[src/hw/rtl/assert_macros.svh]
// ----------------------------------------------------------------------------
// assertion macros
// concurrent assertion wrappers, empty when synthesizing
// ----------------------------------------------------------------------------
`ifndef ASSERT_MACROS_SVH
`define ASSERT_MACROS_SVH

`ifndef SYNTHESIS
// property must hold at every clock edge outside reset
`define ASSERT_PROP(lbl, clk, rst, prop) \
   lbl: assert property (@(posedge clk) disable iff (rst) prop) \
      else $error("assertion failed");
// expression must never be true outside reset
`define ASSERT_NEVER(lbl, clk, rst, expr) \
   lbl: assert property (@(posedge clk) disable iff (rst) !(expr)) \
      else $error("forbidden condition seen");
`else
`define ASSERT_PROP(lbl, clk, rst, prop)
`define ASSERT_NEVER(lbl, clk, rst, expr)
`endif

`endif

[src/hw/rtl/rrsp_ram.sv]
// ----------------------------------------------------------------------------
// rrsp_ram
// generic single write port, single read port ram with registered read
// ----------------------------------------------------------------------------
module rrsp_ram #(
   parameter int WIDTH = 8,
   parameter int DEPTH = 256
) (
   input  logic                     clock,
   input  logic                     wr_en,
   input  logic [$clog2(DEPTH)-1:0] wr_addr,
   input  logic [WIDTH-1:0]         wr_data,
   input  logic [$clog2(DEPTH)-1:0] rd_addr,
   output logic [WIDTH-1:0]         rd_data
);

   logic [WIDTH-1:0] mem_ff [DEPTH];
   logic [WIDTH-1:0] rd_data_ff;

   always_ff @(posedge clock) begin
      if (wr_en) begin
         mem_ff[wr_addr] <= wr_data;
      end
      rd_data_ff <= mem_ff[rd_addr];
   end

   assign rd_data = rd_data_ff;

endmodule

[config.mk]
export PLATFORM = sky130hd
export DESIGN_NAME = rrsp_ram
export DESIGN_NICKNAME = d
export VERILOG_FILES = /design/src/hw/rtl/assert_macros.svh /design/src/hw/rtl/rrsp_ram.sv
export SDC_FILE = /design/constraint.sdc
export NUM_CORES = 2
export LEC_CHECK = 0
export BUFFER_PORTS_ARGS = -buffer_cell sky130_fd_sc_hd__buf_2
export CORE_AREA = 2 2 489 370
export CTS_CLUSTER_DIAMETER = 200
export DETAILED_ROUTE_END_ITERATION = 7
export DIE_AREA = 0 0 491 372
export PLACE_DENSITY_LB_ADDON = 0.15
export SLEW_MARGIN = 20
export SYNTH_ARGS = -nofsm -noshare
export SYNTH_HDL_FRONTEND = slang
export SYNTH_SLANG_ARGS = --single-unit
[constraint.sdc]
create_clock -name clock -period 2.6 [get_ports clock]
set_input_delay 0.65 -clock clock [delete_from_list [all_inputs] [get_ports clock]]
set_output_delay 0.65 -clock clock [all_outputs]
set_load 0.005 [all_outputs]
## Yosys cells after proc, flatten, opt, wreduce, memory -nomap -nowiden

Memory sizes are Yosys's and may differ from the RTL's. A register that Yosys moved wholly into a read port is not among the register bits.
Index checks and enable logic that the tools add are counted.
Widths: inputs -> output; s select.

- Register bits: 0
- Memory bits (writable): 2,048
- Logic and storage cells: 3
- Memories: 1

Memory list:

| name | depth | bits a word | read ports | clocked after memory_dff | write ports | RTL line | text |
|---|---|---|---|---|---|---|---|
| mem_ff | 256 | 8 | 1 | 1 | 1 | rrsp_ram.sv:17 | `logic [WIDTH-1:0] mem_ff [DEPTH];` |

- Mux-type cells: 2

Operator list:

| operator | number |
|---|---|
| $mux 1 | 2 |

## Logic depth before layout (Yosys ltp)

- Depth in word-level cells: 2
- Depth in mapped cells: 11

## Worst setup path before layout

No wires, ideal clock.

- Path type: input to register
- Start: input rd_addr[0]
- End: register rd_data_ff[2], in the netlist rd_data[2], read port of mem_ff
- Arrival time: 2.457 ns
- Data required time: 2.469 ns
- Setup slack: 0.012 ns
- Stages: 9
- Buffers on the path: 4
- Path through: buf_6 buf_12 buf_8 buf_2 mux4_2 a22oi_1 a21oi_1 nor4_1 nor4_2

RTL lines:

| item | RTL line | text |
|---|---|---|
| start, declared | rrsp_ram.sv:13 | `input logic [$clog2(DEPTH)-1:0] rd_addr,` |
| end, declared | rrsp_ram.sv:18 | `logic [WIDTH-1:0] rd_data_ff;` |

==> summary.txt <==
Drt
  – Via count: 41300
  – DRT iter0 DRCs: 5312
  – Drt via density: 5.86
  – DRC: 0
  – ANT nets after route: 0
  – Drt total wl: 215000 um
  – Pre-antenna DRT Iters: 5
  – Avg WL per Cell: 30.5 um

Placed design
  – Final HPWL DP: 141000 um
  – PortBufs: 33
  – Placed Cells: 6680
  – Gpl congestion: 0.847
  – Placed inst area: 88200 sq um
  – Pre-CTS setup slack: -1.38 ns

Cells and area
  – Area Overhead vs Synth: 18.9%
  – Layout cells sized above 1: 33.4%
  – Final Util: 52.9%
  – Final instance area: 94600 sq um
  – Final Instance Count excl. Fillers: 7052
  – Filler Cell Count: 14000
  – Nets: 4507

CTS
  – Reg clk slew, reported paths: 0.06 ns
  – Clock sink count: 2056
  – Post-CTS Repair Setup Buffers: 0
  – Cts hold-fix bufs: 0
  – Root buf cell: clkbuf_16
  – CTS tree: built
  – Clock latency on the worst-skew pair: 0.82 ns
  – CTS Buffer Depth: 3
  – CTS Buf Count: 194
  – H-tree Lvls: 4

Timing
  – Final worst slack: -0.0623 ns
  – Worst-margin pin slew: 0.735 ns
  – Slew Viols, Final: 0
  – Worst Skew: 0.0250 ns
  – Maximum clock rate: 376 MHz
  – Minimum clock period: 2.66 ns
  – Worst slew margin: 50.9%
  – # setup viols final: 1
  – Final cycle utilization of the critical path: 102%
  – Fin Setup TNS: -0.0623 ns
  – WHS: 0.230 ns
  – Final hold viol count: 0

Critical path
  – Critical path endpoint category: flop
  – Crit-path cells: buf_8 > buf_12 > buf_16 > mux4_2 > mux4_2 > nor2b_1 > nor4_1 > buf_4 > nor4_1
  – Worst path max stage delay: 0.54 ns
  – R2R cell count: 6
  – Setup Crit Path Kind: in2reg
  – Crit-path slowest cell: mux4_2
  – Reg-to-reg endpoint: rd_data[1]$_DFF_P_
  – Worst Setup Start Kind: primary input
  – Reg2reg setup slack: 0.10 ns
  – Critical path data arrival time: 3.36 ns
  – Critical Path RT: 3.30 ns
  – Critical path fanouts, max: 14
  – Reg2reg start: mem_ff[67][1]$_DFFE_PP_

Die
  – Die height: 372 um
  – CORE AREA: 179000 sq um
  – Initial Util: 44.5%
  – Die footprint: 183000 sq um
  – Die Wd: 491 um
  – Cell Rows: 135
  – Top Ports: 34

Yosys
  – Ys flop type: edfxtp_1
  – Post-synth EDFFs: 2048
  – Synth Area in Adders: 0%
  – Post-Syn Nets: 3759
  – Cell variety after synth: 55
  – Main combinational cell family by area after synthesis: multiplexers
  – FFs w/ async S/R, synth: 0%
  – Simple-gate share of the synthesized area: 2.63%
  – Flops & latches, synth: 2056
  – Post-Synthesis Cells: 3733
  – Mapped cell area: 79600 sq um
  – Xor/xnor share of the synthesized area: 0%
  – Ys Warns: 0
  – Avg Cell Area, Syn: 21.3 sq um
  – Post-synthesis compound-gate area fraction: 3.42%
  – Multiplexer area fraction after synthesis: 14.6%
  – Post-synthesis sequential area ratio: 77.5%

GRT
  – First-pass GRT wire length: 307000 um
  – Largest net degree at the start of global routing: 89
  – Antenna violations before repair: 12
  – All-Layer GR Usage: 23.6%
  – Global route overflow: 0
  – Vias in the first global route: 41000

Hold path
  – Hold path cells: 1
  – Worst min path class: in2reg
  – Worst Hold Path EP: mem_ff[218][0]$_DFFE_PP_
  – Hold_sp: wr_data[0]

Power and ir drop
  – Power Total: 68.4 mW
  – Pwr dens: 723 nW/um^2
  – Static Leak: 30.7 nW
  – Worst vdd ir: 0.538 mV

Status
  – Outcome: finished with violations
  – Failing checks: setup timing

Flow run
  – Max_cap viols: 0
[state kept, by name, indices dropped and copies added, names as in the netlist]
| register | flops |
|---|---|
| mem_ff | 2048 |
| rd_data | 8 |
[placed cells by master (no fill, tap or decap), drive strengths merged, types with 4 or more instances in the layout]
master and n:
edfxtp 2048, buf 783, mux4 456, nor2 282, clkbuf 234, mux2i 134
a22oi 133, clkinv 98, a21oi 96, o221ai 47, nand3 34, nand2 33
nor2b 31, o22ai 28, nor4 27, nor3 22, a211oi 16, bufinv 15
a221oi 14, o21ai 12, inv 12, nand4 10, o211ai 10, nand2b 8
a22o 8, dfxtp 8, diode 7, clkinvlp 7, and2 6, o22a 5
o32ai 5, a2111oi 5, or2 4
[report_power, final]
part,switching (mW),internal [mW]
registers,0.0722,36.5
logic,2.40,1.63
clock network,12.3,15.4
total,14.8,53.6
[critical path, delay by kind of cell]
kind	cells	cell delay, ns
AND/OR/NAND/NOR	3	0.76
multiplexers	2	1.06
buffers and inverters	4	0.85
[what timing repair did]
item                       4_1_cts  5_1_grt
gates resized for setup         15       15
setup endpoints to repair        6        7
gates cloned                     1        1
pin swaps                        1        4
[kinds of logic after synthesis]
kind of cell,after synthesis
DFF,2056
buffers and inverters,235
muxes,591
AOI/OAI and AO/OA,385
and+or+nand+nor,466
[layout make-up]
cell class	instances	area, sq um	share of cell area, %
sequential	2056	61700	65.2
clock inverter	130	1060	1.12
timing repair buffer	785	7050	7.45
multi-input combinational	1442	16700	17.6
tap	2397	3000	3.17
antenna	7	17.5	0.0185
clock buffer	233	5080	5.38
inverter	2	7.51	0.00794
[synthesized netlist by cell type (10+ instances only)]
| master | number | area (sq um) |
|---|---|---|
| o21ai_0 | 10 | 50.1 |
| nand2_1 | 33 | 124 |
| a22oi_1 | 133 | 998 |
| nor2_1 | 282 | 1060 |
| a211oi_1 | 16 | 120 |
| a21oi_1 | 96 | 480 |
| buf_8 | 13 | 195 |
| buf_2 | 31 | 155 |
| clkbuf_1 | 111 | 417 |
| buf_1 | 22 | 82.6 |
| nor2b_1 | 31 | 194 |
| o211ai_1 | 10 | 75.1 |
| buf_4 | 27 | 203 |
| buf_6 | 21 | 236 |
| o22ai_1 | 28 | 175 |
| nor4_1 | 24 | 150 |
| nor3_1 | 22 | 110 |
| nand3_1 | 34 | 170 |
| nand4_1 | 10 | 62.6 |
| o221ai_1 | 46 | 403 |
| a221oi_1 | 13 | 114 |
| mux4_2 | 454 | 10200 |
| edfxtp_1 | 2048 | 61500 |
| mux2i_1 | 134 | 1340 |
[metal layers]
metal	share of wire, %	vias to the layer above	wire (um)	global-route usage [%]
met4	2.1	4	4620	5.59
met5	0.0098	-	21	0
met2	44	1695	94500	34.3
met1	46	22100	98400	37.1
met3	8.1	263	17400	4.14
li1	-	17300	-	-
[worst max path at each step]
stage / from / end
2_1_floorplan: rd_addr[0] / rd_data[2]$_DFF_P_
3_3_place_gp: rd_addr[0] / rd_data[7]$_DFF_P_
3_5_place_dp: rd_addr[0] / rd_data[3]$_DFF_P_
4_1_cts: rd_addr[0] / rd_data[5]$_DFF_P_
5_1_grt: rd_addr[0] / rd_data[2]$_DFF_P_
6_report: rd_addr[0] / rd_data[1]$_DFF_P_
Power figures use the tool's default switching activity.
